<file path="src/hw/rtl/sblc_pkg.sv">
package sblc_pkg;

    // default sizing
    localparam int NUM_CHANNELS_DEF = 10;
    localparam int NUM_SECTIONS_DEF = 3;

    // fixed formats
    localparam int SMP_W   = 16;
    localparam int CH_W    = 4;
    localparam int ST_W    = 32;
    localparam int COEF_W  = 24;
    localparam int DIG_W   = 8;
    localparam int NDIG    = ST_W / DIG_W;
    localparam int PROD_W  = COEF_W + ST_W;
    localparam int ACC_W   = 58;
    localparam int FRAC_C  = 20;

    // controller states
    typedef enum logic [3:0] {
        ST_CLEAR,
        ST_IDLE,
        ST_READ,
        ST_WAIT,
        ST_W_A1,
        ST_W_A2,
        ST_W_RND,
        ST_Y_B0,
        ST_Y_B1,
        ST_Y_B2,
        ST_Y_RND,
        ST_FINAL
    } sblc_state_t;

    // coefficient selector
    typedef enum logic [2:0] {
        CF_B0,
        CF_B1,
        CF_B2,
        CF_A1,
        CF_A2
    } coef_sel_t;

    // command into the serial mac
    typedef struct packed {
        logic                     load;
        logic signed [ACC_W-1:0]  load_val;
        logic                     start;
        logic                     sub;
        logic signed [COEF_W-1:0] coef;
        logic signed [ST_W-1:0]   opnd;
    } mac_cmd_t;

    // status from the serial mac
    typedef struct packed {
        logic busy;
        logic done;
    } mac_stat_t;

    // q3.20 section coefficients, pass-through beyond the third section
    function automatic logic signed [COEF_W-1:0] coef_f(input logic [2:0] row,
                                                       input coef_sel_t sel);
        logic signed [COEF_W-1:0] c;
        c = '0;
        case (row)
            3'd0:
            begin
                case (sel)
                    CF_B0:   c = 24'sd1363;
                    CF_B1:   c = 24'sd1363;
                    CF_A1:   c = -24'sd534249;
                    default: c = '0;
                endcase
            end
            3'd1:
            begin
                case (sel)
                    CF_B0:   c = 24'sd1048576;
                    CF_B1:   c = 24'sd2098830;
                    CF_B2:   c = 24'sd1050254;
                    CF_A1:   c = -24'sd1149868;
                    CF_A2:   c = 24'sd372664;
                    default: c = '0;
                endcase
            end
            3'd2:
            begin
                case (sel)
                    CF_B0:   c = 24'sd1048576;
                    CF_B1:   c = 24'sd2096523;
                    CF_B2:   c = 24'sd1047947;
                    CF_A1:   c = -24'sd1435815;
                    CF_A2:   c = 24'sd726244;
                    default: c = '0;
                endcase
            end
            default:
            begin
                case (sel)
                    CF_B0:   c = 24'sd1048576;
                    default: c = '0;
                endcase
            end
        endcase
        return c;
    endfunction

    // round a q.36 sum to q15.16 and saturate to 32 bits
    function automatic logic signed [ST_W-1:0] to_state(input logic signed [ACC_W-1:0] acc);
        logic signed [ACC_W-1:0]        s;
        logic signed [ACC_W-FRAC_C-1:0] r;
        s = acc + ACC_W'(524288);
        r = s[ACC_W-1:FRAC_C];
        if (r[ACC_W-FRAC_C-1:ST_W-1] == '0 || r[ACC_W-FRAC_C-1:ST_W-1] == '1)
            return r[ST_W-1:0];
        else if (r[ACC_W-FRAC_C-1])
            return {1'b1, {(ST_W-1){1'b0}}};
        else
            return {1'b0, {(ST_W-1){1'b1}}};
    endfunction

endpackage

</file>
<file path="src/hw/rtl/sos_biquad_lowpass_cascade.sv">
// Fifth-order Butterworth low-pass, one independent filter per channel, built
// from NUM_SECTIONS direct-form-II biquads in q15.16 with q3.20 coefficients.
// One item in gives one item out: the channel echoed, the filtered sample
// saturated to 16 bits and a clipped flag. A channel at or above NUM_CHANNELS
// passes its sample through untouched and changes no state. All multiplies go
// through one 24 x 8 bit digit-serial mac; one item is in work at a time, and
// the next is taken while the previous result still waits in the output
// register. After reset the delay memory is cleared, one entry a cycle,
// before the first item is taken.
module sos_biquad_lowpass_cascade
    import sblc_pkg::*;
#(
    parameter int NUM_CHANNELS = NUM_CHANNELS_DEF,
    parameter int NUM_SECTIONS = NUM_SECTIONS_DEF
)
(
    input  logic                    clk,
    input  logic                    rst_n,
    input  logic                    sample_valid,
    output logic                    sample_ready,
    input  logic [CH_W-1:0]         channel,
    input  logic signed [SMP_W-1:0] sample,
    output logic                    result_valid,
    input  logic                    result_ready,
    output logic [CH_W-1:0]         out_channel,
    output logic signed [SMP_W-1:0] filtered,
    output logic                    clipped
);

    localparam int DEPTH  = NUM_CHANNELS * NUM_SECTIONS;
    localparam int ADDR_W = (DEPTH > 1) ? $clog2(DEPTH) : 1;
    localparam int SEC_W  = (NUM_SECTIONS > 1) ? $clog2(NUM_SECTIONS) : 1;

    sblc_state_t state_reg, state_next;
    logic                    issued_reg;
    logic [ADDR_W-1:0]       clr_cnt_reg;
    logic [ADDR_W-1:0]       addr_reg;
    logic [SEC_W-1:0]        sec_reg;
    logic [CH_W-1:0]         ch_reg;
    logic signed [SMP_W-1:0] smp_reg;
    logic                    bypass_reg;
    logic signed [ST_W-1:0]  x_reg;
    logic signed [ST_W-1:0]  z1_reg;
    logic signed [ST_W-1:0]  z2_reg;
    logic signed [ST_W-1:0]  w_reg;
    logic                    res_valid_reg;
    logic [CH_W-1:0]         res_ch_reg;
    logic signed [SMP_W-1:0] res_val_reg;
    logic                    res_clip_reg;

    mac_cmd_t                cmd;
    mac_stat_t               stat;
    logic signed [ACC_W-1:0] acc;

    logic                    ram_we;
    logic [ADDR_W-1:0]       ram_waddr;
    logic [2*ST_W-1:0]       ram_wdata;
    logic [2*ST_W-1:0]       ram_rdata;

    logic                    accept;
    logic                    last_sec;
    logic                    out_free;
    logic signed [ST_W-1:0]  rnd_state;
    logic signed [ST_W:0]    fin_sum;
    logic signed [SMP_W:0]   fin_rnd;
    logic signed [SMP_W-1:0] fin_val;
    logic                    fin_clip;

    sblc_mac u_mac
    (
        .clk   (clk),
        .rst_n (rst_n),
        .cmd   (cmd),
        .stat  (stat),
        .acc   (acc)
    );

    sblc_ram #(.WIDTH(2 * ST_W), .DEPTH(DEPTH)) u_ram
    (
        .clk   (clk),
        .we    (ram_we),
        .waddr (ram_waddr),
        .wdata (ram_wdata),
        .raddr (addr_reg),
        .rdata (ram_rdata)
    );

    assign sample_ready = (state_reg == ST_IDLE);
    assign accept       = sample_valid && sample_ready;
    assign last_sec     = (sec_reg == SEC_W'(NUM_SECTIONS - 1));
    assign out_free     = !res_valid_reg || result_ready;
    assign rnd_state    = to_state(acc);

    // final rounding to an integer sample with saturation, or the raw sample on bypass
    always_comb
    begin
        fin_sum  = {x_reg[ST_W-1], x_reg} + (ST_W+1)'(32768);
        fin_rnd  = fin_sum[ST_W:ST_W-SMP_W];
        fin_clip = 1'b0;
        fin_val  = fin_rnd[SMP_W-1:0];
        if (bypass_reg)
            fin_val = smp_reg;
        else if (fin_rnd[SMP_W] != fin_rnd[SMP_W-1])
        begin
            fin_clip = 1'b1;
            fin_val  = fin_rnd[SMP_W] ? {1'b1, {(SMP_W-1){1'b0}}}
                                      : {1'b0, {(SMP_W-1){1'b1}}};
        end
    end

    // sequencer: next state, mac commands and memory writes
    always_comb
    begin
        state_next   = state_reg;
        cmd          = '0;
        ram_we       = 1'b0;
        ram_waddr    = addr_reg;
        ram_wdata    = {w_reg, z1_reg};
        case (state_reg)
            ST_CLEAR:
            begin
                ram_we    = 1'b1;
                ram_waddr = clr_cnt_reg;
                ram_wdata = '0;
                if (clr_cnt_reg == ADDR_W'(DEPTH - 1))
                    state_next = ST_IDLE;
            end
            ST_IDLE:
            begin
                if (accept)
                    state_next = (channel >= NUM_CHANNELS) ? ST_FINAL : ST_READ;
            end
            ST_READ:
            begin
                cmd.load     = 1'b1;
                cmd.load_val = {{(ACC_W-ST_W-FRAC_C){x_reg[ST_W-1]}}, x_reg,
                                {FRAC_C{1'b0}}};
                state_next   = ST_WAIT;
            end
            ST_WAIT:
            begin
                state_next = ST_W_A1;
            end
            ST_W_A1:
            begin
                cmd.start = !issued_reg;
                cmd.sub   = 1'b1;
                cmd.coef  = coef_f(3'(sec_reg), CF_A1);
                cmd.opnd  = z1_reg;
                if (stat.done)
                    state_next = ST_W_A2;
            end
            ST_W_A2:
            begin
                cmd.start = !issued_reg;
                cmd.sub   = 1'b1;
                cmd.coef  = coef_f(3'(sec_reg), CF_A2);
                cmd.opnd  = z2_reg;
                if (stat.done)
                    state_next = ST_W_RND;
            end
            ST_W_RND:
            begin
                cmd.load   = 1'b1;
                state_next = ST_Y_B0;
            end
            ST_Y_B0:
            begin
                cmd.start = !issued_reg;
                cmd.coef  = coef_f(3'(sec_reg), CF_B0);
                cmd.opnd  = w_reg;
                if (stat.done)
                    state_next = ST_Y_B1;
            end
            ST_Y_B1:
            begin
                cmd.start = !issued_reg;
                cmd.coef  = coef_f(3'(sec_reg), CF_B1);
                cmd.opnd  = z1_reg;
                if (stat.done)
                    state_next = ST_Y_B2;
            end
            ST_Y_B2:
            begin
                cmd.start = !issued_reg;
                cmd.coef  = coef_f(3'(sec_reg), CF_B2);
                cmd.opnd  = z2_reg;
                if (stat.done)
                    state_next = ST_Y_RND;
            end
            ST_Y_RND:
            begin
                ram_we     = 1'b1;
                state_next = last_sec ? ST_FINAL : ST_READ;
            end
            ST_FINAL:
            begin
                if (out_free)
                    state_next = ST_IDLE;
            end
            default:
            begin
                state_next = ST_IDLE;
            end
        endcase
    end

    // control registers
    always_ff @(posedge clk or negedge rst_n)
    begin
        if (!rst_n)
        begin
            state_reg     <= ST_CLEAR;
            issued_reg    <= 1'b0;
            clr_cnt_reg   <= '0;
            res_valid_reg <= 1'b0;
        end
        else
        begin
            state_reg <= state_next;
            if (cmd.start)
                issued_reg <= 1'b1;
            else if (stat.done)
                issued_reg <= 1'b0;
            if (state_reg == ST_CLEAR)
                clr_cnt_reg <= clr_cnt_reg + 1'b1;
            if (state_reg == ST_FINAL && out_free)
                res_valid_reg <= 1'b1;
            else if (result_ready)
                res_valid_reg <= 1'b0;
        end
    end

    // datapath registers
    always_ff @(posedge clk)
    begin
        if (accept)
        begin
            ch_reg     <= channel;
            smp_reg    <= sample;
            bypass_reg <= (channel >= NUM_CHANNELS);
            x_reg      <= {sample, {(ST_W-SMP_W){1'b0}}};
            addr_reg   <= ADDR_W'(channel * NUM_SECTIONS);
            sec_reg    <= '0;
        end
        if (state_reg == ST_WAIT)
        begin
            z1_reg <= ram_rdata[2*ST_W-1:ST_W];
            z2_reg <= ram_rdata[ST_W-1:0];
        end
        if (state_reg == ST_W_RND)
            w_reg <= rnd_state;
        if (state_reg == ST_Y_RND)
        begin
            x_reg <= rnd_state;
            if (!last_sec)
            begin
                addr_reg <= addr_reg + 1'b1;
                sec_reg  <= sec_reg + 1'b1;
            end
        end
        if (state_reg == ST_FINAL && out_free)
        begin
            res_ch_reg   <= ch_reg;
            res_val_reg  <= fin_val;
            res_clip_reg <= fin_clip;
        end
    end

    assign result_valid = res_valid_reg;
    assign out_channel  = res_ch_reg;
    assign filtered     = res_val_reg;
    assign clipped      = res_clip_reg;

endmodule

</file>
<file path="src/hw/rtl/sblc_ram.sv">
module sblc_ram
#(
    parameter int WIDTH = 64,
    parameter int DEPTH = 30,
    localparam int AW = (DEPTH > 1) ? $clog2(DEPTH) : 1
)
(
    input  logic             clk,
    input  logic             we,
    input  logic [AW-1:0]    waddr,
    input  logic [WIDTH-1:0] wdata,
    input  logic [AW-1:0]    raddr,
    output logic [WIDTH-1:0] rdata
);

    logic [WIDTH-1:0] mem [DEPTH];
    logic [WIDTH-1:0] rdata_reg;

    // one write port, registered read port
    always_ff @(posedge clk)
    begin
        if (we)
            mem[waddr] <= wdata;
        rdata_reg <= mem[raddr];
    end

    assign rdata = rdata_reg;

endmodule

</file>
<file path="src/hw/rtl/sblc_mac.sv">
module sblc_mac
    import sblc_pkg::*;
(
    input  logic                    clk,
    input  logic                    rst_n,
    input  mac_cmd_t                cmd,
    output mac_stat_t               stat,
    output logic signed [ACC_W-1:0] acc
);

    localparam int CNT_W = $clog2(NDIG);
    localparam logic [CNT_W-1:0] CNT_LAST = CNT_W'(NDIG - 1);

    logic                      busy_reg;
    logic                      done_reg;
    logic [CNT_W-1:0]          cnt_reg;
    logic                      sub_reg;
    logic signed [COEF_W-1:0]  coef_reg;
    logic [ST_W-1:0]           opnd_reg;
    logic signed [PROD_W-1:0]  prod_reg;
    logic signed [ACC_W-1:0]   acc_reg;

    logic                           first;
    logic signed [DIG_W:0]          digit;
    logic signed [COEF_W+DIG_W:0]   dprod;
    logic signed [PROD_W-1:0]       prod_next;
    logic signed [ACC_W-1:0]        prod_ext;

    // top digit first: the leading digit is signed, the rest unsigned
    always_comb
    begin
        first     = (cnt_reg == '0);
        digit     = {first & opnd_reg[ST_W-1], opnd_reg[ST_W-1 -: DIG_W]};
        dprod     = coef_reg * digit;
        prod_next = (prod_reg <<< DIG_W)
                  + {{(PROD_W-COEF_W-DIG_W-1){dprod[COEF_W+DIG_W]}}, dprod};
        prod_ext  = {{(ACC_W-PROD_W){prod_next[PROD_W-1]}}, prod_next};
    end

    // control
    always_ff @(posedge clk or negedge rst_n)
    begin
        if (!rst_n)
        begin
            busy_reg <= 1'b0;
            done_reg <= 1'b0;
            cnt_reg  <= '0;
        end
        else
        begin
            done_reg <= busy_reg && (cnt_reg == CNT_LAST);
            if (cmd.start)
            begin
                busy_reg <= 1'b1;
                cnt_reg  <= '0;
            end
            else if (busy_reg)
            begin
                cnt_reg <= cnt_reg + 1'b1;
                if (cnt_reg == CNT_LAST)
                    busy_reg <= 1'b0;
            end
        end
    end

    // operand shift register, partial product and accumulator
    always_ff @(posedge clk)
    begin
        if (cmd.start)
        begin
            coef_reg <= cmd.coef;
            opnd_reg <= cmd.opnd;
            sub_reg  <= cmd.sub;
            prod_reg <= '0;
        end
        else if (busy_reg)
        begin
            prod_reg <= prod_next;
            opnd_reg <= opnd_reg << DIG_W;
        end

        if (cmd.load)
            acc_reg <= cmd.load_val;
        else if (busy_reg && cnt_reg == CNT_LAST)
            acc_reg <= sub_reg ? acc_reg - prod_ext : acc_reg + prod_ext;
    end

    assign stat.busy = busy_reg;
    assign stat.done = done_reg;
    assign acc       = acc_reg;

endmodule

</file>
<file path="config.mk">
export PLATFORM = sky130hd
export DESIGN_NAME = sos_biquad_lowpass_cascade
export DESIGN_NICKNAME = d
export VERILOG_FILES = /design/src/hw/rtl/sblc_pkg.sv /design/src/hw/rtl/sos_biquad_lowpass_cascade.sv /design/src/hw/rtl/sblc_ram.sv /design/src/hw/rtl/sblc_mac.sv
export SDC_FILE = /design/constraint.sdc
export NUM_CORES = 2
export LEC_CHECK = 0
export BUFFER_PORTS_ARGS = -buffer_cell sky130_fd_sc_hd__buf_4
export CAP_MARGIN = 20
export CORE_ASPECT_RATIO = 0.75
export CORE_MARGIN = 4
export CORE_UTILIZATION = 40
export CTS_BUF_LIST = sky130_fd_sc_hd__clkbuf_8
export DETAILED_ROUTE_END_ITERATION = 10
export GPL_TIMING_DRIVEN = 0
export PLACE_DENSITY = 0.56
export SYNTH_ARGS = -nofsm -noshare
export SYNTH_HDL_FRONTEND = slang
export SYNTH_SLANG_ARGS = --single-unit
</file>
<file path="constraint.sdc">
create_clock -name clk -period 12.8 [get_ports clk]
set_input_delay 3.2 -clock clk [delete_from_list [all_inputs] [get_ports clk]]
set_output_delay 3.2 -clock clk [all_outputs]
set_load 0.01 [all_outputs]
</file>
## Yosys cells after proc, flatten, opt, wreduce, memory -nomap -nowiden

Memories as Yosys holds them, arrays and structs flattened. A register that Yosys moved wholly into a read port is not among the register bits.
Index checks and enable logic that the tools add are counted.

| cells by class | value |
|---|---|
| $add $sub $neg | 9 |
| multiply operators | 2 |
| magnitude comparators | 1 |
| eq/ne operators | 25 |
| muxes and demuxes | 54 |
| bitwise logic cells | 1 |
| reductions and logical operators | 21 |

Operators with widths:

| kind | number |
|---|---|
| 56-bit case mux with 5 select lines | 1 |
| 58-bit two-way mux | 4 |
| 32-bit two-way mux | 6 |
| 24-bit case mux with 3 select lines | 1 |
| 22-bit case mux with 3 select lines | 1 |
| 64-bit two-way mux | 1 |
| 58-bit by 21-bit adder with 58-bit output, second input constant | 1 |
| 58-bit by 56-bit adder with 58-bit output | 1 |
| 58-bit by 56-bit subtractor with 58-bit output | 1 |
| 56-bit adder | 1 |
| 16-bit two-way mux | 3 |
| 4-bit case mux with 12 select lines | 1 |
| 21-bit case mux with 2 select lines | 1 |
| 4-bit two-way mux | 10 |
| 20-bit case mux with 2 select lines | 1 |
| 32-bit by 17-bit adder with 33-bit output, second input constant | 1 |
| 24-bit by 9-bit multiplier with 33-bit output | 1 |
| 21-bit two-way mux | 1 |
| 5-bit two-way mux | 4 |
| 4-bit by 3-bit equality test with 1-bit output, second input constant | 4 |
| 4-bit equality test, second input constant | 4 |
| 1-bit two-way mux | 14 |
| 2-bit by 1-bit inequality test with 1-bit output, second input constant | 6 |
| 5-bit by 1-bit adder with 5-bit output, second input constant | 2 |
| other kinds (23) | 42 |

| word-level totals | value |
|---|---|
| flip-flop bits (word level) | 355 |
| bits in writable memories | 1920 |
| input bits | 24 |
| output and inout bits | 23 |
| logic and storage cells | 138 |
| memories kept | 1 |

Memories:

| name | depth | bits a word | read ports | clocked after Yosys merged registers in | write ports | line | source |
|---|---|---|---|---|---|---|---|
| u_ram.mem | 30 | 64 | 1 | 1 | 1 | sblc_ram.sv:16 | `logic [WIDTH-1:0] mem [DEPTH];` |

## Depth between registers and ports, before layout

| logic depth | value |
|---|---|
| word-level depth | 8 |
| depth in mapped cells | 54 |
| depth with buffers taken out | 51 |

## By module

Synthesis repeated with hierarchy kept, for this count alone.

| unflattened totals | value |
|---|---|
| cells, all modules | 6960 |
| area total of the unflattened synthesis | 105870.3 sq um |

Modules (own cells, without submodules):

| module | times used | cells each | area each (sq um) | seq. area each (sq um) |
|---|---|---|---|---|
| sblc_ram | 1 | 3649 | 74848.0 | 58936.5 |
| sblc_mac | 1 | 2391 | 21090.2 | 4514.3 |
| sos_biquad_lowpass_cascade | 1 | 920 | 9932.0 | 5520.3 |

## Least setup slack after synthesis

No wires, ideal clock.

| timing | value |
|---|---|
| path kind | register to register |
| start point | register u_mac.cnt_reg[0] |
| end point | register u_mac.acc_reg[57] (netlist: u_mac.acc[57]) (data pin) |
| setup time | 0.268 ns |
| data arrival time | 10.769 ns |
| data required time | 12.532 ns |
| slack | 1.763 ns |
| stages on the path, launching flop included | 47 |
| buffers on the path | 2 |
| path through | dfrtp_1 -> inv_1 -> ha_1 -> nand2_1 -> or2_2 -> fa_1 -> fa_1 -> inv_1 -> fa_1 -> fa_1 -> inv_1 -> fa_1 -> inv_1 -> ha_1 -> nand2_1 -> o211ai_1 -> and3_1 -> o31a_1 -> (+11 left out) -> or2_2 -> nor3_4 -> a21oi_1 -> xnor2_1 -> ha_1 -> clkbuf_1 -> a21oi_1 -> o21bai_1 -> a21oi_1 -> o21ai_0 -> a21oi_1 -> o21a_1 -> o311ai_1 -> nand4_1 -> and3_1 -> o22ai_1 -> o41a_1 -> nand4_1 |

| on the way | value |
|---|---|
| word-level cells in the longest chain between the ends | 8 |
| elaborated cells between the ends (all ways) | 9 |

Ends and longest elaborated chain:

| what | line | source |
|---|---|---|
| from (decl) | sblc_mac.sv:16 | `logic [CNT_W-1:0] cnt_reg;` |
| from (signal assigned) | sblc_mac.sv:59 | `cnt_reg <= cnt_reg + 1'b1;` |
| 2-bit zero test * | sblc_mac.sv:32 | `first = (cnt_reg == '0);` |
| 1-bit AND * | sblc_mac.sv:33 | `digit = {first & opnd_reg[ST_W-1], opnd_reg[ST_W-1 -: DIG_W]};` |
| 24-bit by 9-bit multiplier with 33-bit output * | sblc_mac.sv:34 | `dprod = coef_reg * digit;` |
| 56-bit adder * | sblc_mac.sv:36 | `+ {{(PROD_W-COEF_W-DIG_W-1){dprod[COEF_W+DIG_W]}}, dprod};` |
| 58-bit by 56-bit adder with 58-bit output / 58-bit by 56-bit subtractor with 58-bit output (equally long branches) | sblc_mac.sv:85 | `acc_reg <= sub_reg ? acc_reg - prod_ext : acc_reg + prod_ext;` |
| 58-bit two-way mux * | sblc_mac.sv:85 |  |
| 58-bit two-way mux * | sblc_mac.sv:84 | `else if (busy_reg && cnt_reg == CNT_LAST)` |
| 58-bit two-way mux * | sblc_mac.sv:82 | `if (cmd.load)` |
| to (signal assigned) | sblc_mac.sv:83 | `acc_reg <= cmd.load_val;` |
| to (signal assigned) | sblc_mac.sv:85 |  |
| to (decl) | sblc_mac.sv:21 | `logic signed [ACC_W-1:0] acc_reg;` |

Every way passes the cells marked *; elsewhere a longest branch is shown, timed or not. The select of a mux whose other input is x is not followed.
A chain may end at the register's enable or synchronous reset.

## Worst setup path after layout

| timing | value |
|---|---|
| start point | register u_mac.opnd_reg[27] |
| end point | register u_mac.acc_reg[55] (netlist: u_mac.acc[55]) (data pin) |

| on the way | value |
|---|---|
| word-level cells in the longest chain between the ends | 6 |
| elaborated cells between the ends (all ways) | 7 |

Ends and longest elaborated chain:

| what | line | source |
|---|---|---|
| from (decl) | sblc_mac.sv:19 | `logic [ST_W-1:0] opnd_reg;` |
| from (signal assigned) | sblc_mac.sv:72 | `opnd_reg <= cmd.opnd;` |
| from (signal assigned) | sblc_mac.sv:79 | `opnd_reg <= opnd_reg << DIG_W;` |
| 24-bit by 9-bit multiplier with 33-bit output * | sblc_mac.sv:34 |  |
| 56-bit adder * | sblc_mac.sv:36 |  |
| 58-bit by 56-bit adder with 58-bit output / 58-bit by 56-bit subtractor with 58-bit output (equally long branches) | sblc_mac.sv:85 |  |
| 58-bit two-way mux * | sblc_mac.sv:85 |  |
| 58-bit two-way mux * | sblc_mac.sv:84 |  |
| 58-bit two-way mux * | sblc_mac.sv:82 |  |

Marks and branches as above.

==> flow_summary.toml <==
[synth]
synth_edf_count = 2202
syn_inst = 6183
ys_seq_area_frac = 0.664
ys_ff_latch = 2336
syn_area_sq_um = 104000
synth.distinct_cells = 102
ys_warn_count = 0
ys_async_sr_fraction = 0.00642
syn_nets = 6573
ys.flop_type = "edfxtp_1"
avgSynthCellArea_sq_um = 16.8

[flow_run]
drv_cap = 0

[die]
die_w_um = 596
rows = 161
dieArea_sq_um = 267000
dieHeight_um = 449
pin_count = 47
start_util = 0.403
core_sq_um = 257000

[route]
via_per_inst = 5.74
antenna_left = 0
post_drt_wl_per_cell_um = 28.7
dr_total_vias = 60400
drt_iter0_markers = 7149
drt_drc_violations_left = 0
drt_first_pass_iters = 8
totalWireLength_um = 302000

[clock_network]
root_buffer = "clkbuf_8"
cts_sinks = 2336
cts_max_level = 5
cts_tree = "done"
insertion_delay_ns = 1.00
cts_buffers = 365
clk_pin_slew_worst_paths_ns = 0.06
cts_buffer_depth = 4

[sta]
slew_headroom = 0.136
tightestPinTransition_ns = 1.30
fmaxAchievable_mhz = 81.8
hold_viol_final = 0
finalCritPeriodShare = 0.955
finalClockSkew_ns = 0.124
period_minus_slack_ns = 12.22
drv_slew = 0
fin_tns_setup_ns = 0
setup-violations-final = 0

[critical_path]
end_kind = "register"
path_class = "register to register"
slowest_delay_ns = 0.64
path_buf_inv = 7
critPathTopFamily = "compound AO/OA/AOI/OAI gates"
worstReg2RegStart = "u_mac.opnd_reg[27]"
crit_top_cell = "a21oi_1"
start_kind = "register"
crit_path_start = "u_mac.opnd_reg[27]"
cp_slowest_cell = "or4_4"
crit_path_max_fanout = 10
crit_arrival_ns = 12.87
worstPathRequired_ns = 13.45

[placed_design]
placed_area_sq_um = 112000
place.gp.congestion = 0.876
io_buffers = 46
dp_hpwl_um = 216000

[hold_path]
hp-class = "register to register"
hp-start = "u_ram.rdata[62]"

[cells_and_area]
largest_register_ffs = 1920
area_delta_synth_final_pct = 15.2
fin_util = 0.464
drive_above_1_share = 0.211
finalInstanceArea_sq_um = 119000
fin_nets = 7185
final_cell_mix = "edfxtp_1, mux4_2, clkbuf_8"
final_common_cell = "edfxtp_1"
fillers = 22000

[global_route]
grt_busiest_layer = "met1"
grt_overflow = 0
first_global_vias = 59300
use_met3 = 0.0447
antenna_found_initial = 19
met2_usage = 0.313
grt_use_total = 0.222
grt_pass1_wl_um = 431000
gr-usage-met1 = 0.344
grt_max_degree = 59

[run_status]
outcome = "finished clean"
==> logic make-up (layout without fill, tap and decap cells) <==
group | count (synthesis) | after routing | share of synthesized area
muxes | 747 | 747 | 0.136
DFF | 2336 | 2336 | 0.664
AOI/OAI and AO/OA | 799 | 799 | 0.0494
xor gates and xnor gates | 214 | 214 | 0.0182
other | 0 | 16 | 0
and+or+nand+nor | 1185 | 1185 | 0.0560
buffers and inverters | 536 | 1431 | 0.0196
adders and majority gates | 366 | 366 | 0.0568
==> per-layer routing <==
metal / part of all wire / routed length (um) / up-vias
met1: 0.45 / 136000 / 31700
met3: 0.095 / 28600 / 463
met5: 0 / 0 / -
met4: 0.030 / 8930 / 0
li1: - / - / 25400
met2: 0.43 / 129000 / 2854
==> cell usage after synthesis (all sizes together) (7+ instances only) <==
cell type | number | area, sq um
nor2b | 24 | 150
o211ai | 20 | 155
nand2b | 22 | 138
nand2 | 332 | 1250
o21a | 29 | 225
ha | 192 | 2400
nor2 | 323 | 1210
edfxtp | 2202 | 66100
nor3 | 62 | 332
or2 | 17 | 106
fa | 174 | 3480
mux4 | 516 | 11600
mux2 | 117 | 1320
a221oi | 8 | 70.1
nand3b | 7 | 52.6
a222oi | 32 | 320
a31oi | 24 | 165
xor2 | 86 | 753
a21o | 52 | 390
nor4 | 11 | 83.8
nand3 | 61 | 310
a211oi | 28 | 225
a21oi | 237 | 1190
o22ai | 14 | 87.6
o31a | 12 | 106
inv | 238 | 893
or4 | 7 | 56.3
dfrtp | 15 | 375
mux2i | 114 | 1140
dfxtp | 119 | 2380
or3 | 22 | 143
clkbuf | 223 | 837
and3 | 36 | 225
o221ai | 15 | 131
xnor2 | 128 | 1130
o31ai | 13 | 97.6
and2 | 201 | 1260
nand4 | 35 | 219
buf | 74 | 294
a311oi | 8 | 70.1
o21bai | 19 | 165
o21ai | 226 | 1130
==> path summary, 6_finish.rpt <==
check	cells after the start	endpoint	slack (ns)
max	48	u_mac.acc[55]	0.58
min	0	z1_reg[30]	0.38
max reg2reg	48	u_mac.acc[55]	0.58
min reg2reg	0	z1_reg[30]	0.38
max in group asynchronous	1	u_mac.busy_reg	10.34
min in group asynchronous	1	clr_cnt_reg[1]	2.11
==> final cells by class <==
class                           count  area [sq um]  area share
Clock inverter                    262          1360      0.0114
Timing Repair Buffer              252          4180      0.0350
Antenna cell                       16          40.0    0.000335
Buffer                            290          1130     0.00949
Clock buffer                      388          5340      0.0447
Tap cell                         3423          4280      0.0358
Inverter                          239           897     0.00751
Sequential cell                  2336         68900       0.577
Multi-Input combinational cell   3311         33400       0.279
==> per-stage QoR <==
stage	instances	hold slack, ns	worst slack (ns)
global route	10500	0.382	-0.00512
CTS	10500	0.373	0.0272
floorplan	6183	0.386	1.76
finish	10500	0.382	0.576
global placement	9652	0.390	-2.07
detailed placement	9807	0.389	-0.969
==> repair_timing <==
item                       4_1_cts  5_1_grt
gates cloned                     0        0
pin swaps                        4       12
hold buffers                     0        0
setup endpoints to repair       15       16
resized for setup               27       56
buffers inserted                 3       13
Power is not shown: default switching activity piles up to over one toggle a cycle in this logic, so the estimate is an artifact.
